--- src/hdl/owtr_pkg.sv ---
// Package with the shared types, codes and helper functions of the one-wire temperature reader.
package owtr_pkg;

    localparam logic [2:0] STEP_READ_HIGH = 3'd5;
    localparam logic [2:0] STEP_READ_LOW  = 3'd4;
    localparam logic [2:0] STEP_READ_CMD  = 3'd3;
    localparam logic [2:0] STEP_CONVERT   = 3'd1;

    localparam logic [2:0] CFG_RESET_LOW_TIME   = 3'd0;
    localparam logic [2:0] CFG_PRESENCE_DELAY   = 3'd1;
    localparam logic [2:0] CFG_RESET_RECOVERY   = 3'd2;
    localparam logic [2:0] CFG_SLOT_LENGTH      = 3'd3;
    localparam logic [2:0] CFG_START_LOW_TIME   = 3'd4;
    localparam logic [2:0] CFG_READ_SAMPLE_TIME = 3'd5;
    localparam logic [2:0] CFG_CONVERSION_WAIT  = 3'd6;

    localparam logic [7:0] CMD_SKIP_ROM   = 8'hCC;
    localparam logic [7:0] CMD_CONVERT    = 8'h44;
    localparam logic [7:0] CMD_READ_SCRATCH = 8'hBE;

    typedef enum logic [2:0] {
        PH_RST_LOW   = 3'd0,
        PH_RST_WAIT  = 3'd1,
        PH_RST_RECOV = 3'd2,
        PH_SLOT      = 3'd3,
        PH_CONV      = 3'd4
    } phase_t;

    typedef struct packed {
        logic [9:0]  reset_low_time;
        logic [7:0]  presence_delay;
        logic [9:0]  reset_recovery;
        logic [7:0]  slot_length;
        logic [3:0]  start_low_time;
        logic [3:0]  read_sample_time;
        logic [19:0] conversion_wait;
    } cfg_t;

    typedef struct packed {
        logic        drive_low;
        logic        presence_seen;
        logic        temperature_valid;
        logic [15:0] temperature_tenths;
    } result_t;

    typedef struct packed {
        phase_t      phase;
        logic [2:0]  byte_step;
    } status_t;

    // Byte sent during each write step of the transaction.
    function automatic logic [7:0] step_byte(input logic [2:0] step);
        logic [7:0] b;
        case (step)
            3'd0:    b = CMD_SKIP_ROM;
            3'd1:    b = CMD_CONVERT;
            3'd2:    b = CMD_SKIP_ROM;
            3'd3:    b = CMD_READ_SCRATCH;
            default: b = 8'h00;
        endcase
        return b;
    endfunction

    // Signed sixteenths of a degree to tenths, rounded as floor((raw*10+8)/16).
    function automatic logic [15:0] to_tenths(input logic [7:0] hi, input logic [7:0] lo);
        logic signed [20:0] ext;
        logic signed [20:0] v;
        ext = {{5{hi[7]}}, hi, lo};
        v = (ext <<< 3) + (ext <<< 1) + 21'sd8;
        return v[19:4];
    endfunction

endpackage

--- src/hdl/onewire_temperature_reader.sv ---
// Top level of the one-wire temperature reader: configuration, tick stream and result register.
//
//  Channel   Direction  Transfer when           Payload
//  s_*       in         s_tvalid && s_tready    one microsecond tick with the sampled bus level
//  m_*       out        m_tvalid && m_tready    bus drive, presence, new-reading flag, temperature
//  cfg_*     in         cfg_we                  register write, no wait, no read-back
//
// The sequencer state and the result are computed by short logic between the state registers
// and the output register, so ticks can be taken back to back while m_* does not stall.
// s_tready is high whenever the output register is empty or is being drained in the same
// cycle, so a waiting result does not stop the next tick.
// rst_n is asynchronous and active low; it puts the sequencer at the start of a reset
// pulse and loads the register defaults. A stall on m_* holds the result and the state.
module onewire_temperature_reader
    import owtr_pkg::*;
(
    input  logic        clk,
    input  logic        rst_n,
    // Tick input. s_tdata fields from bit 0: bus_level (1), zero fill (7).
    input  logic        s_tvalid,
    output logic        s_tready,
    input  logic [7:0]  s_tdata,
    // Result output. m_tdata fields from bit 0: drive_low (1), presence_seen (1),
    // temperature_valid (1), temperature_tenths (16, signed), zero fill (5).
    output logic        m_tvalid,
    input  logic        m_tready,
    output logic [23:0] m_tdata,
    // Configuration write port.
    input  logic        cfg_we,
    input  logic [2:0]  cfg_index,
    input  logic [19:0] cfg_data
);

    cfg_t    cfg_reg;
    result_t res;
    status_t status;
    result_t out_reg;
    logic    out_valid_reg;
    logic    accept;

    // Configuration registers take writes at any time; unknown indices are dropped.
    always_ff @(posedge clk or negedge rst_n)
    begin
        if (!rst_n)
        begin
            cfg_reg.reset_low_time   <= 10'd500;
            cfg_reg.presence_delay   <= 8'd38;
            cfg_reg.reset_recovery   <= 10'd142;
            cfg_reg.slot_length      <= 8'd77;
            cfg_reg.start_low_time   <= 4'd1;
            cfg_reg.read_sample_time <= 4'd2;
            cfg_reg.conversion_wait  <= 20'd0;
        end
        else if (cfg_we)
        begin
            case (cfg_index)
                CFG_RESET_LOW_TIME:   cfg_reg.reset_low_time   <= cfg_data[9:0];
                CFG_PRESENCE_DELAY:   cfg_reg.presence_delay   <= cfg_data[7:0];
                CFG_RESET_RECOVERY:   cfg_reg.reset_recovery   <= cfg_data[9:0];
                CFG_SLOT_LENGTH:      cfg_reg.slot_length      <= cfg_data[7:0];
                CFG_START_LOW_TIME:   cfg_reg.start_low_time   <= cfg_data[3:0];
                CFG_READ_SAMPLE_TIME: cfg_reg.read_sample_time <= cfg_data[3:0];
                CFG_CONVERSION_WAIT:  cfg_reg.conversion_wait  <= cfg_data;
                default:              ;
            endcase
        end
    end

    // A tick is taken whenever the output register is free or frees up this cycle.
    assign s_tready = !out_valid_reg || m_tready;
    assign accept   = s_tvalid && s_tready;

    owtr_seq u_seq (
        .clk       (clk),
        .rst_n     (rst_n),
        .en        (accept),
        .bus_level (s_tdata[0]),
        .cfg       (cfg_reg),
        .res       (res),
        .status    (status)
    );

    // Output register: the result of each accepted tick waits here for its transfer.
    always_ff @(posedge clk or negedge rst_n)
    begin
        if (!rst_n)
            out_valid_reg <= 1'b0;
        else if (accept)
            out_valid_reg <= 1'b1;
        else if (m_tready)
            out_valid_reg <= 1'b0;
    end

    always_ff @(posedge clk)
    begin
        if (accept)
            out_reg <= res;
    end

    assign m_tvalid = out_valid_reg;
    assign m_tdata  = {5'd0, out_reg.temperature_tenths, out_reg.temperature_valid,
                       out_reg.presence_seen, out_reg.drive_low};

    // A completed reading always closes the loop and restarts at a reset pulse.
    assert property (@(posedge clk) disable iff (!rst_n)
        accept && res.temperature_valid |=>
            status.phase == PH_RST_LOW && status.byte_step == 3'd0)
        else $error("sequencer did not restart after a reading");

    // The transaction never goes past the high data byte.
    assert property (@(posedge clk) disable iff (!rst_n)
        status.byte_step <= STEP_READ_HIGH)
        else $error("byte step out of range");

    // Sequencer state moves only on a tick transfer.
    assert property (@(posedge clk) disable iff (!rst_n)
        !accept |=> $stable(status))
        else $error("sequencer state changed without a tick");

    // Every accepted tick leaves a result waiting in the output register.
    assert property (@(posedge clk) disable iff (!rst_n)
        accept |=> m_tvalid)
        else $error("result of an accepted tick was lost");

endmodule

--- src/hdl/owtr_seq.sv ---
// Bus sequencer of the one-wire temperature reader: phases, slot timing and byte assembly.
module owtr_seq
    import owtr_pkg::*;
(
    input  logic    clk,
    input  logic    rst_n,
    input  logic    en,
    input  logic    bus_level,
    input  cfg_t    cfg,
    output result_t res,
    output status_t status
);

    phase_t      phase_reg, phase_next;
    logic [19:0] tick_reg, tick_next;
    logic [2:0]  bit_reg, bit_next;
    logic [2:0]  step_reg, step_next;
    logic [7:0]  shift_reg, shift_next;
    logic [7:0]  low_reg, low_next;
    logic        presence_reg, presence_next;
    logic [15:0] temp_reg, temp_next;

    logic [19:0] dur;
    logic [19:0] dur_min;
    logic [20:0] tick_inc;
    logic        timed_hit;
    logic [3:0]  slot_s;
    logic [3:0]  smp;
    logic [8:0]  last_w;
    logic [8:0]  smp_p1;
    logic [8:0]  last;
    logic        reading;
    logic        slot_end;
    logic        byte_done;
    logic        sample_now;
    logic [7:0]  sampled;

    always_comb
    begin
        case (phase_reg)
            PH_RST_WAIT:  dur = {12'd0, cfg.presence_delay};
            PH_RST_RECOV: dur = {10'd0, cfg.reset_recovery};
            PH_CONV:      dur = cfg.conversion_wait;
            default:      dur = {10'd0, cfg.reset_low_time};
        endcase
    end

    assign dur_min   = (dur == 20'd0) ? 20'd1 : dur;
    assign tick_inc  = {1'b0, tick_reg} + 21'd1;
    assign timed_hit = tick_inc >= {1'b0, dur_min};

    assign slot_s     = (cfg.start_low_time == 4'd0) ? 4'd1 : cfg.start_low_time;
    assign smp        = (cfg.read_sample_time > slot_s) ? cfg.read_sample_time : slot_s;
    assign reading    = step_reg[2];
    assign last_w     = {5'd0, slot_s} + {1'b0, cfg.slot_length};
    assign smp_p1     = {5'd0, smp} + 9'd1;
    assign last       = (reading && (last_w < smp_p1)) ? smp_p1 : last_w;
    assign slot_end   = tick_reg >= {11'd0, last};
    assign byte_done  = slot_end && (bit_reg == 3'd7);
    assign sample_now = reading && (tick_reg == {16'd0, smp});
    assign sampled    = sample_now ? {bus_level, shift_reg[7:1]} : shift_reg;

    // Next phase.
    always_comb
    begin
        phase_next = phase_reg;
        case (phase_reg)
            PH_RST_LOW:   if (timed_hit) phase_next = PH_RST_WAIT;
            PH_RST_WAIT:  if (timed_hit) phase_next = PH_RST_RECOV;
            PH_RST_RECOV: if (timed_hit) phase_next = PH_SLOT;
            PH_SLOT:
            begin
                if (byte_done && step_reg == STEP_CONVERT)
                    phase_next = (cfg.conversion_wait != 20'd0) ? PH_CONV : PH_RST_LOW;
                else if (byte_done && step_reg == STEP_READ_HIGH)
                    phase_next = PH_RST_LOW;
            end
            PH_CONV:      if (timed_hit) phase_next = PH_RST_LOW;
            default:      phase_next = PH_RST_LOW;
        endcase
    end

    // Counters and data path.
    always_comb
    begin
        tick_next     = tick_reg;
        bit_next      = bit_reg;
        step_next     = step_reg;
        shift_next    = shift_reg;
        low_next      = low_reg;
        presence_next = presence_reg;
        temp_next     = temp_reg;
        case (phase_reg)
            PH_SLOT:
            begin
                shift_next = sampled;
                if (slot_end)
                begin
                    tick_next = 20'd0;
                    if (!reading)
                        shift_next = {1'b0, shift_reg[7:1]};
                    if (bit_reg != 3'd7)
                        bit_next = bit_reg + 3'd1;
                    else
                    begin
                        bit_next = 3'd0;
                        case (step_reg)
                            STEP_CONVERT:
                                step_next = step_reg + 3'd1;
                            STEP_READ_CMD:
                            begin
                                step_next  = STEP_READ_LOW;
                                shift_next = 8'd0;
                            end
                            STEP_READ_LOW:
                            begin
                                low_next   = sampled;
                                step_next  = STEP_READ_HIGH;
                                shift_next = 8'd0;
                            end
                            STEP_READ_HIGH:
                            begin
                                temp_next = to_tenths(sampled, low_reg);
                                step_next = 3'd0;
                            end
                            default:
                            begin
                                step_next  = step_reg + 3'd1;
                                shift_next = step_byte(step_reg + 3'd1);
                            end
                        endcase
                    end
                end
                else
                    tick_next = tick_inc[19:0];
            end
            default:
            begin
                tick_next = timed_hit ? 20'd0 : tick_inc[19:0];
                if (timed_hit && phase_reg == PH_RST_WAIT)
                    presence_next = !bus_level;
                if (timed_hit && phase_reg == PH_RST_RECOV)
                begin
                    shift_next = step_byte(step_reg);
                    bit_next   = 3'd0;
                end
            end
        endcase
    end

    // Result of the current tick.
    always_comb
    begin
        res.drive_low          = 1'b0;
        res.temperature_valid  = 1'b0;
        res.presence_seen      = presence_next;
        res.temperature_tenths = temp_next;
        case (phase_reg)
            PH_RST_WAIT, PH_RST_RECOV, PH_CONV: res.drive_low = 1'b0;
            PH_SLOT:
            begin
                res.drive_low = (tick_reg < {16'd0, slot_s}) ||
                                (!reading && !shift_reg[0] && (tick_reg < {11'd0, last_w}));
                res.temperature_valid = byte_done && (step_reg == STEP_READ_HIGH);
            end
            default: res.drive_low = 1'b1;
        endcase
    end

    assign status.phase     = phase_reg;
    assign status.byte_step = step_reg;

    always_ff @(posedge clk or negedge rst_n)
    begin
        if (!rst_n)
        begin
            phase_reg    <= PH_RST_LOW;
            tick_reg     <= 20'd0;
            bit_reg      <= 3'd0;
            step_reg     <= 3'd0;
            shift_reg    <= 8'd0;
            low_reg      <= 8'd0;
            presence_reg <= 1'b0;
            temp_reg     <= 16'd0;
        end
        else if (en)
        begin
            phase_reg    <= phase_next;
            tick_reg     <= tick_next;
            bit_reg      <= bit_next;
            step_reg     <= step_next;
            shift_reg    <= shift_next;
            low_reg      <= low_next;
            presence_reg <= presence_next;
            temp_reg     <= temp_next;
        end
    end

endmodule

--- config.mk ---
export PLATFORM = sky130hd
export DESIGN_NAME = onewire_temperature_reader
export DESIGN_NICKNAME = d
export VERILOG_FILES = /design/src/hdl/owtr_pkg.sv /design/src/hdl/onewire_temperature_reader.sv /design/src/hdl/owtr_seq.sv
export SDC_FILE = /design/constraint.sdc
export NUM_CORES = 1
export LEC_CHECK = 0
export BUFFER_PORTS_ARGS = -buffer_cell sky130_fd_sc_hd__buf_2
export CAP_MARGIN = 20
export CORE_MARGIN = 3
export CORE_UTILIZATION = 56
export DETAILED_ROUTE_END_ITERATION = 10
export PLACE_DENSITY = 0.77
export RECOVER_POWER = 25
export SLEW_MARGIN = 20
export SYNTH_ARGS = -nofsm -noshare
export SYNTH_HDL_FRONTEND = slang
export SYNTH_SLANG_ARGS = --single-unit
--- constraint.sdc ---
create_clock -name clk -period 5.84 [get_ports clk]
set_clock_uncertainty 0.15 [all_clocks]
set_input_delay 0.876 -clock clk [delete_from_list [all_inputs] [get_ports clk]]
set_output_delay 0.876 -clock clk [all_outputs]
set_load 0.1 [all_outputs]
# After elaboration in Yosys (flattened, before gate mapping)

Cells that the tools add are included.

Reduce and logical (&&, ||, !) cells: 42
Equal/unequal tests: 27
Add/sub/neg operators: 7
Order comparisons: 6
Bitwise operators: 1
Mux-type cells: 39

Operators by type and width:

| operator              | count |
|---|---|
| $mux 20               | 4 |
| $mux 16               | 4 |
| $pmux 20 s3           | 1 |
| $mux 8                | 6 |
| $pmux 8 s3            | 2 |
| $mux 3                | 11 |
| $eq 3x2->1 const B    | 8 |
| $add 20x1->21 const B | 1 |
| $eq 3x3->1 const B    | 7 |
| $ge 21x20->1          | 1 |
| $add 19x17->20        | 1 |
| $add 20x5->20 const B | 1 |
| $eq 20x4->1           | 1 |
| $ge 20x9->1           | 1 |
| $logic_not 20->1      | 1 |
| $lt 20x4->1           | 1 |
| $lt 20x9->1           | 1 |
| $reduce_bool 20->1    | 1 |
| $pmux 8 s2            | 1 |
| $reduce_and 2->1      | 8 |
| $pmux 3 s5            | 1 |
| $eq 3x1->1 const B    | 4 |
| $logic_not 3->1       | 4 |
| $logic_and 1x1->1     | 10 |
| other kinds (24)      | 41 |

Input port bits: 36
Flip-flop bits (word level): 146
Output and inout port bits: 26

# Logic depth before layout (Yosys ltp)

Gate-level depths: netlist of run 1.

Word-level depth: 14
Depth in mapped cells: 29

# Modules after synthesis

Synthesis of run 1 repeated with hierarchy kept, for this count alone.

Cells, all modules: 915
Area, all modules: 9769.4 sq um

Modules (own cells, without submodules):

| module                     | cells an instance | area an instance (sq um) | instances |
|---|---|---|---|
| owtr_seq                   | 746               | 6487.5                   | 1 |
| onewire_temperature_reader | 169               | 3281.9                   | 1 |

# Worst setup path after synthesis of run 1

No wires, ideal clock.

Path type: reg-to-reg
Start: register cfg_reg[25] in the netlist's numbering
End: register out_reg, in the netlist m_tdata[15] (data pin)
Setup time: 0.260 ns
Cell stages (with the launch flop): 28
Data required time: 5.430 ns
Path slack: -0.357 ns
Clock period less this slack: 6.197 ns
Data arrival time: 5.787 ns
Buffers on the path: 4
Cells stage by stage: dfrtp_1 -> clkbuf_2 -> nor3_1 -> or2_2 -> ha_1 -> and4_1 -> buf_2 -> a211o_1 -> and2_1 -> nor2_1 -> nand2_1 -> xnor2_1 -> ha_1 -> a21o_1 -> a211oi_1 -> and3_1 -> and4_1 -> clkbuf_1 -> mux2_2 -> ha_1 -> nand2_1 -> o21ai_0 -> a41oi_1 -> o21ai_1 -> nand2_1 -> nor3_2 -> buf_4 -> mux2_2

RTL lines:

| what                 | line                             | source |
|---|---|---|
| start, declared      | onewire_temperature_reader.sv:34 | `cfg_t cfg_reg;` |
| end signal, assigned | onewire_temperature_reader.sv:97 | `out_reg <= res;` |
| end, declared        | onewire_temperature_reader.sv:37 | `result_t out_reg;` |

# Final worst setup path of run 1

Start: register cfg_reg[26] in the netlist's numbering
End: register u_seq.shift_reg[3]

Longest elaborated chain between the ends: 12

RTL lines:

| what                                                                | line            | source |
|---|---|---|
| $logic_not 4->1                                                     | owtr_seq.sv:52  | `assign slot_s = (cfg.start_low_time == 4'd0) ? 4'd1 : cfg.start_low_time;` |
| $mux 4 (*)                                                          | owtr_seq.sv:52  |  |
| parallel branches: the longest is 8 deep, another holds $ge 20x9->1 | -               |  |
| $mux 8 (*)                                                          | owtr_seq.sv:97  | `if (slot_end)` |
| $mux 8 (*)                                                          | owtr_seq.sv:93  | `case (phase_reg)` |
| end signal, assigned                                                | owtr_seq.sv:192 | `shift_reg <= shift_next;` |
| end, declared                                                       | owtr_seq.sv:18  | `logic [7:0] shift_reg, shift_next;` |

Mark *: on every way between the ends.
A chain may end at the register's enable or synchronous reset.

==> flow_metrics.tcl, run 1 <==
set metrics [dict create \
    status "finished with violations" \
    violations "capacitance limit, slew limit" \
    hold_violations 0 \
    largest_reg_flops 64 \
    setup_ws_ps 99.9 \
    switching_power_w 0.00222 \
    syn_avg_cell_area_sq_um 9.94 \
    root_buffer "clkbuf_16" \
    core_sq_um 16900 \
    dieArea_sq_um 19200 \
    p_int_w 0.00303 \
    start_kind "register" \
    nFillCells 1272 \
    drt_first_pass_iters 9 \
    gp_congestion 0.957 \
    ctsHoldBuffers 0 \
    setup_violations 0 \
    routed_wl_um 24400 \
    final_common_cell "dfrtp_1" \
    fin_crit_ps 5740 \
    synth_edf_count 19 \
    yosys_register_bits 146 \
    maxCapViolations 1 \
    cts_made_buffers 17 \
    h-tree-depth 4 \
    drive_above_1_share_pct 28.4 \
    grt_pass1_vias 7979 \
    start_util_pct 58.4 \
    die_width_um 139 \
    ant_nets 0 \
    drv_slew 75 \
    tns_ps 0 \
    via_per_inst 6.17 \
    endpoint_kind "register" \
    slowest_delay_ps 410 \
    power_frac_clock_pct 20.2 \
    critPathArrivalTime_ps 5900 \
    cp_max_fo 5 \
    power_density_nw_per_um2 459 \
    antenna_cells 0 \
    grtUsageTotal_pct 24.5 \
    worst-setup-path-type "register to register" \
    fin_area_sq_um 11400 \
    grt_antenna_before_repair 0 \
    drtIter0Drc 754 \
    finalCritPeriodShare_pct 98.3 \
    num_vias 8114 \
    pwr-share-comb_pct 52.7 \
    leakage_nw 5.18 \
    grt-ovfl-total 0 \
    tightest_slew_ps 4130 \
    fmax_mhz 174 \
    clk_latency_ps 430 \
    ys_warn_count 0 \
    area_growth_pct 16.1 \
    clock_path_buffers 2 \
    dpl_cell_area_sq_um 10600 \
    dp_hpwl_um 16900 \
    drc 0 \
    die_h_um 139 \
    io_buffers 49 \
    switching_share_pct 42.3 \
    cts.sinks 146 \
    required_ps 6000 \
    peakVddDrop_mv 0.283 \
    synth-main-ff-cell "dfrtp_1" \
    grt_pass1_wl_um 38800 \
    cts_tree "built" \
    pwr-share-seq_pct 27.1 \
    postSynthCellCount 991 \
    fin_nets 1209 \
    synthesis.area_sq_um 9850 \
    synth_cell_types 77 \
    wl_per_cell_um 18.6 \
    layout_common_cells "dfrtp_1, mux2_2, ha_1" \
    ys_seq_area_share_pct 38.3 \
    synth_top_area_share_pct 27.4 \
    dpl_worst_slack_ps -226 \
    cts.reportedPaths.clkPinSlew_ps 70 \
    grt_max_degree 75 \
    synthArstFlopShare_pct 87.0 \
    hp-class "register to register" \
    yosys-top-cells-area "dfrtp_1, ha_1, mux2_2" \
    crit_slowest_cell "dfrtp_1" \
    io_pins 62 \
    num_rows 47 \
    synth_top_area_cell "dfrtp_1" \
    relSlewSlack_pct -176 \
]
logic make-up (layout without fill, tap and decap cells):
family                     count (synthesis)  count (layout)  share of synthesized area [%]
muxes                                    107             107                           12.2
other                                      1               5                         0.0381
adders and majority gates                 91              91                           11.7
xor gates and xnor gates                  43              43                           3.82
AOI/OAI and AO/OA                        235             235                           15.9
DFF                                      146             146                           38.3
and+or+nand+nor                          279             279                           14.1
buffers and inverters                     89             189                           3.93
cells in the mapped netlist, types with 4 or more instances:
cell and count:
xnor2_1 28, nand2b_1 15, xor2_1 15, mux2i_1 9, inv_1 45, a31oi_1 5, dfstp_2 19, nor3_1 17
a211oi_1 14, nor2_1 57, ha_1 89, o2bb2ai_1 8, buf_4 7, nand2_1 85, edfxtp_1 19, o211ai_1 11
nand4_1 15, o221ai_1 5, a22o_1 4, a21o_1 12, o21a_1 7, o22ai_1 8, buf_2 6, dfrtp_1 108
o21ai_0 60, a221oi_1 9, and3_1 4, a22oi_1 10, nor4_1 11, clkbuf_1 25, nor3b_1 4, nor2b_1 9
and3_2 5, nand3_1 27, a41oi_1 4, o21ai_1 5, or2_2 8, mux2_2 97, a21oi_1 41
what timing repair did:
item	4_1_cts	5_1_grt
gates resized for setup	7	29
buffers inserted	1	8
gates cloned	0	1
pin swaps	1	13
setup endpoints to repair	63	71
endpoints found under the hold margin	0	0
path summary, 6_finish.rpt:
check | startpoint | end | slack [ps] | depth (start not counted)
setup / recovery | cfg_reg[26] | u_seq.shift_reg[3] | 100 | 26
hold / removal | u_seq.temp_reg[2] | u_seq.temp_reg[2] | 340 | 2
setup reg to reg | cfg_reg[26] | u_seq.shift_reg[3] | 100 | 26
hold reg to reg | u_seq.temp_reg[2] | u_seq.temp_reg[2] | 340 | 2
max in group asynchronous | rst_n | u_seq.tick_reg[0] | 1450 | 2
min in group asynchronous | rst_n | cfg_reg[23] | 1750 | 1
through the flow:
stage          cells  power [W]  utilization [%]  hold slack [ps]
2_1_floorplan    995    0.00317                -              301
3_3_place_gp    1272    0.00381             62.7              316
3_5_place_dp    1272    0.00390             62.7              330
4_1_cts         1305    0.00503             66.2              346
5_1_grt         1315    0.00558             67.7              366
6_report        1315    0.00524             67.7              344
final cells by class:
cell class | instances | area (sq um) | share of cell area, %
inverters | 45 | 169 | 1.48
clock buffers | 21 | 460 | 4.03
repair buffers | 112 | 757 | 6.62
flip-flops and latches | 146 | 3770 | 33.0
well taps | 220 | 275 | 2.41
clock inverters | 11 | 98.8 | 0.865
multi-input cells | 760 | 5900 | 51.6
power groups by stage:
stage,Sequential [W],Clock (W),Combinational [W]
final,0.00142,0.00106,0.00276
after CTS,0.00141,0.00107,0.00254
after global placement,0.00142,0,0.00239
after detailed placement,0.00143,0,0.00247
after floorplan,0.00143,0,0.00174
after global routing,0.00144,0.00112,0.00301
metal layers:
layer	vias to the layer above	global-route usage (%)	share of wire [%]
met5	-	0	0
met4	0	9.27	3.2
met3	69	4.62	5.3
met2	273	42.5	50
met1	3935	30.6	42
li1	3837	-	-
critical path: cells and delay by family (launching register included):
| family | cells | cell delay (ps) |
|---|---|---|
| compound gates | 10 | 1870 |
| simple gates | 9 | 1480 |
| fa+ha+maj | 3 | 850 |
| flops | 1 | 410 |
| buf+inv | 2 | 350 |
| mux | 1 | 340 |
| xor+xnor | 1 | 150 |
No activity file was read; power rests on OpenSTA's default activity.
==> run 2: changes to the inputs <==
- CAP_MARGIN: 20 -> 25
- CORE_ASPECT_RATIO: unset -> 0.7
- RECOVER_POWER: 25 -> unset
==> run 2 against run 1 <==
Compared with the run above:
- the run now ends clean
- cell count grew 0.53%
- non-clock buffer count grew 2
- register-to-register slack is essentially flat
- combinational power grew 4%
- global-route usage grew 2.6 points
- die area grew 0.13%
- flip-flop and latch count is the same
- sequential share of layout area shrank 0.44 points
- clock power grew 10%
- maximum frequency grew 0.12%
- sequential power is essentially flat
- worst setup slack gained 7.0 ps
- critical path type unchanged
- critical endpoint is now u_seq.shift_reg[7]
- highest routed layer unchanged
==> flow_metrics.tcl, run 2 (synthesis results as in run 1) <==
set metrics [dict create \
    rsz0062_at_grt "yes" \
    tightest_slew_ps 951 \
    leakage_nw 5.24 \
    nFillCells 1265 \
    setup.worst_path.start "cfg_reg[25]" \
    status "finished clean" \
    grtUsageTotal_pct 27.1 \
    cts_tree "built" \
    cp_max_fo 5 \
    antenna_cells 0 \
    drc 0 \
    dp_hpwl_um 17900 \
    grt_most_used_layer "met2" \
    maxCapViolations 0 \
    finalCritPeriodShare_pct 98.2 \
    clock_path_buffers 2 \
    cts.sinks 146 \
    ant_nets 0 \
    start_util_pct 58.7 \
    io_buffers 49 \
    reg2reg_depth 26 \
    h-tree-depth 4 \
    endpoint_kind "register" \
    start_kind "register" \
    via_per_inst 6.25 \
    fin_crit_ps 5730 \
    use_met3_pct 6.12 \
    final_common_cell "dfrtp_1" \
    critPathArrivalTime_ps 5920 \
    tns_ps 0 \
    setup_violations 0 \
    clk_latency_ps 440 \
    cts_made_buffers 17 \
    hold_violations 0 \
    timing.rr.start "cfg_reg[25]" \
    fmax_mhz 174 \
    cts.reportedPaths.clkPinSlew_ps 70 \
    required_ps 6030 \
    worst-setup-path-type "register to register" \
    grt_max_degree 75 \
    post-route-util_pct 69.0 \
    drtIter0Drc 798 \
    min_from "u_seq.temp_reg[2]" \
    power_density_nw_per_um2 473 \
    area_growth_pct 17.6 \
    io_pins 62 \
    layout_common_cells "dfrtp_1, mux2_2, nand2_1, ha_1, buf_4" \
    relSlewSlack_pct 36.6 \
    drv_slew 0 \
    grt_antenna_before_repair 0 \
    met2_usage_pct 41.2 \
    gp_congestion 0.917 \
    root_buffer "clkbuf_16" \
    r2r_slack_ps 110 \
    use_met1_pct 38.9 \
    crit_end "u_seq.shift_reg[7]" \
    num_rows 39 \
    largest_reg_flops 64 \
    routed_wl_um 25700 \
    peakVddDrop_mv 0.244 \
    die_width_um 165 \
    grt-ovfl-total 0 \
    core_sq_um 16800 \
    grt_pass1_vias 8052 \
    wl_per_cell_um 19.4 \
    drive_above_1_share_pct 29.4 \
    grt_pass1_wl_um 40900 \
    fin_nets 1211 \
    setup_ws_ps 107 \
    dpl_worst_slack_ps -230 \
    dieArea_sq_um 19200 \
    drt_first_pass_iters 5 \
    num_vias 8256 \
    ctsHoldBuffers 0 \
    timing.rr.end "u_seq.shift_reg[7]" \
    die_h_um 117 \
    hp-class "register to register" \
]
## run 2: repair_timing
item	4_1_cts	5_1_grt
pin swaps	0	13
setup endpoints to repair	48	78
buffers inserted	1	5
gates resized for setup	6	45
## run 2: area by class of cell
cell class,instances,area [sq um],area share (%)
clock buffers,18,450,3.89
repair buffers,114,788,6.80
well taps,225,282,2.43
multi-input cells,760,5950,51.4
flip-flops and latches,146,3770,32.6
inverters,45,169,1.46
clock inverters,14,174,1.50
## run 2: layer usage
layer  vias up  wire (um)  share of wire (%)
met5         -          0                  0
met4         0        560                2.2
met3        50       2060                8.0
met2       337      11400                 44
met1      4037      11700                 45
li1       3832          -                  -
## run 2: worst max-delay path, cell delays in order (launching register included)
cell	delay, ps
dfrtp_1	390
nor3_2	210
or2_4	170
ha_4	190
and4_4	150
a211o_1	290
and2_4	160
nor2_4	130
nand2_2	80
xnor2_2	150
ha_1	320
a21o_1	190
a211oi_2	190
and3_1	180
and4_4	280
mux2_2	390
ha_4	290
nand2_1	60
o21ai_2	190
a41oi_2	190
buf_4	210
o22ai_1	280
nand3_2	200
buf_4	180
o21ai_0	180
nor2_1	60
a22oi_1	180
## run 2: report_power, final
part	total, W	internal [W]	switching [W]
Combinational	0.00288	0.00125	0.00162
Sequential	0.00143	0.00123	0.000203
Clock	0.00117	0.000676	0.000496
## run 2: metrics by stage
step           power [W]  instance area [sq um]  hold slack [ps]  std cells
2_1_floorplan    0.00317                   9880              301        995
3_3_place_gp     0.00391                  10700              312       1284
3_5_place_dp     0.00400                  10700              322       1284
4_1_cts          0.00523                  11300              338       1317
5_1_grt          0.00583                  11600              365       1322
6_report         0.00548                  11600              333       1322
## run 2: worst min-delay path by stage
stage	to	slack [ps]	cells after the start
after floorplan	u_seq.temp_reg[2]	300	2
after global placement	u_seq.temp_reg[7]	310	2
after detailed placement	u_seq.temp_reg[7]	320	2
after CTS	u_seq.temp_reg[2]	340	2
after global routing	u_seq.temp_reg[2]	360	2
final	u_seq.temp_reg[2]	330	2
==> run 3: changes to the inputs <==
--- a/config.mk
+++ b/config.mk
@@ -13,5 +13,4 @@
 export DETAILED_ROUTE_END_ITERATION = 10
 export PLACE_DENSITY = 0.77
-export SLEW_MARGIN = 20
 export SYNTH_ARGS = -nofsm -noshare
 export SYNTH_HDL_FRONTEND = slang
==> constraint.sdc (replaced) <==
create_clock -name clk -period 5.84 [get_ports clk]
set_clock_uncertainty 0.15 [all_clocks]
set_input_delay 0 -clock clk [delete_from_list [all_inputs] [get_ports clk]]
set_output_delay 0 -clock clk [all_outputs]
set_load 0.1 [all_outputs]
==> run 3 against run 2 <==
Compared with the run above:
- cell area up 1.7%
- critical endpoint is now m_tdata[6]
- maximum frequency up 1.6%
- clock-buffer cell count up 2
- largest cell class unchanged
- highest routed layer unchanged
- largest power group unchanged
- die area unchanged
- the flow now finishes with violations (hold timing)
==> flow_metrics.tcl, run 3 (synthesis results as in run 1) <==
set metrics [dict create \
    pwr-share-comb_pct 52.3 \
    hold_violations 10 \
    layout_common_cells "dfrtp_1, mux2_2, nand2_1" \
    cts_tree "built" \
    dieArea_sq_um 19200 \
    tns_ps 0 \
    grt_antenna_before_repair 0 \
    required_ps 5880 \
    die_h_um 117 \
    num_rows 39 \
    gp_congestion 0.917 \
    p_int_w 0.00302 \
    h-tree-depth 4 \
    grt-ovfl-total 0 \
    hold_slack_ps -11.7 \
    grt_pass1_vias 8202 \
    largest_reg_flops 64 \
    cts.reportedPaths.clkPinSlew_ps 60 \
    grt_pass1_wl_um 41500 \
    die_width_um 165 \
    start_kind "register" \
    start_util_pct 58.7 \
    clk_latency_ps 440 \
    final_common_cell "dfrtp_1" \
    finalCritPeriodShare_pct 96.6 \
    path_buf_inv 1 \
    fin_nets 1232 \
    antenna_cells 0 \
    maxCapViolations 0 \
    clock_path_buffers 2 \
    pwr-share-seq_pct 27.0 \
    switching_share_pct 43.0 \
    fmax_mhz 177 \
    relSlewSlack_pct 35.5 \
    io_buffers 49 \
    grtUsageTotal_pct 27.3 \
    fin_crit_ps 5640 \
    crit_slowest_cell "dfrtp_1" \
    dpl_worst_slack_ps -193 \
    power_frac_clock_pct 20.8 \
    status "finished with violations" \
    setup_violations 0 \
    leakage_nw 5.31 \
    switching_power_w 0.00228 \
    setup_ws_ps 197 \
    path_cells "nor3_2, or2_4, ha_4, and4_4, a211o_1, and2_4, nor2_4, nand2_2, xnor2_2, ha_1, a21o_1, a211oi_2, and3_1, and4_4, mux2_4, ha_4, nand2_1, o21ai_2, a41oi_2, o21ai_2, nand2_2, nor3_4, clkbuf_16, mux2_2" \
    worst-setup-path-type "register to register" \
    tightest_slew_ps 966 \
    root_buffer "clkbuf_16" \
    dp_hpwl_um 17700 \
    hp-class "input pin to asynchronous set/reset pin" \
    wl_per_cell_um 19.2 \
    critical_path.top_delay_family "simple AND/OR/NAND/NOR gates" \
    endpoint_kind "register" \
    drv_slew 0 \
    core_sq_um 16800 \
    power_density_nw_per_um2 450 \
    num_vias 8317 \
    area_growth_pct 19.7 \
    cts.sinks 146 \
    r2r_slack_ps 200 \
    drt_first_pass_iters 5 \
    via_per_inst 6.19 \
    grt_max_degree 78 \
    drive_above_1_share_pct 27.5 \
    ant_nets 0 \
    slowest_delay_ps 380 \
    routed_wl_um 25700 \
    io_pins 62 \
    drc 0 \
    cts_made_buffers 17 \
    drtIter0Drc 877 \
    cp_max_fo 6 \
    critPathArrivalTime_ps 5680 \
    peakVddDrop_mv 0.254 \
    violations "hold timing" \
]
[run 3: cell count changes in the layout (fill, tap and decap cells not counted), sizes merged]
cell / previous run / this run
buf: 114 / 106
bufinv: 2 / 0
clkbuf: 18 / 21
clkinv: 0 / 4
inv: 56 / 52
dlygate4sd3: 0 / 28
[run 3: worst paths after layout]
path                                       to  cells past startpoint               from
min                               cfg_reg[14]                      2              rst_n
min in group clk           u_seq.tick_reg[17]                      6           m_tready
max                                m_tdata[6]                     24        cfg_reg[25]
max in group asynchronous         cfg_reg[24]                      4              rst_n
min reg2reg                 u_seq.temp_reg[7]                      2  u_seq.temp_reg[7]
max reg2reg                        m_tdata[6]                     24        cfg_reg[25]
[run 3: power by group through the flow]
stage	logic, W	clock network [W]	registers, W
after floorplan	0.00174	0	0.00143
after global placement	0.00238	0	0.00142
after detailed placement	0.00244	0	0.00143
after CTS	0.00252	0.00111	0.00141
after global routing	0.00304	0.00116	0.00145
final	0.00277	0.00110	0.00143
[run 3: layer usage]
metal  track usage (%)  wire, um  vias up
met5                 0         0        -
met4              6.76       286        0
met3              6.61      2010       33
met2              42.1     11500      321
met1              39.1     11900     4073
li1                  -         -     3890
[run 3: timing repair]
| item | 4_1_cts | 5_1_grt |
|---|---|---|
| resized for setup | 4 | 38 |
| pin swaps | 1 | 14 |
| setup endpoints to repair | 46 | 76 |
| endpoints found under the hold margin | 131 | 0 |
| hold buffers | 28 | 0 |
| setup buffers | 2 | 11 |
| cloned | 0 | 1 |
[run 3: final cells by class]
type	instances	area [sq um]
Multi-Input combinational cell	760	5940
Clock inverter	12	113
Tap cell	225	282
Sequential cell	146	3770
Fill cell	1210	5000
Clock buffer	20	478
Timing Repair Buffer	135	1030
Inverter	45	169
[run 3: through the flow]
step / std cells / area [sq um] / power (W) / utilization [%]
after detailed placement: 1268 / 10500 / 0.00387 / 62.8
after floorplan: 995 / 9880 / 0.00317 / -
final: 1343 / 11800 / 0.00530 / 70.2
after CTS: 1330 / 11400 / 0.00505 / 68.1
after global placement: 1268 / 10500 / 0.00380 / 62.8
after global routing: 1343 / 11800 / 0.00565 / 70.2
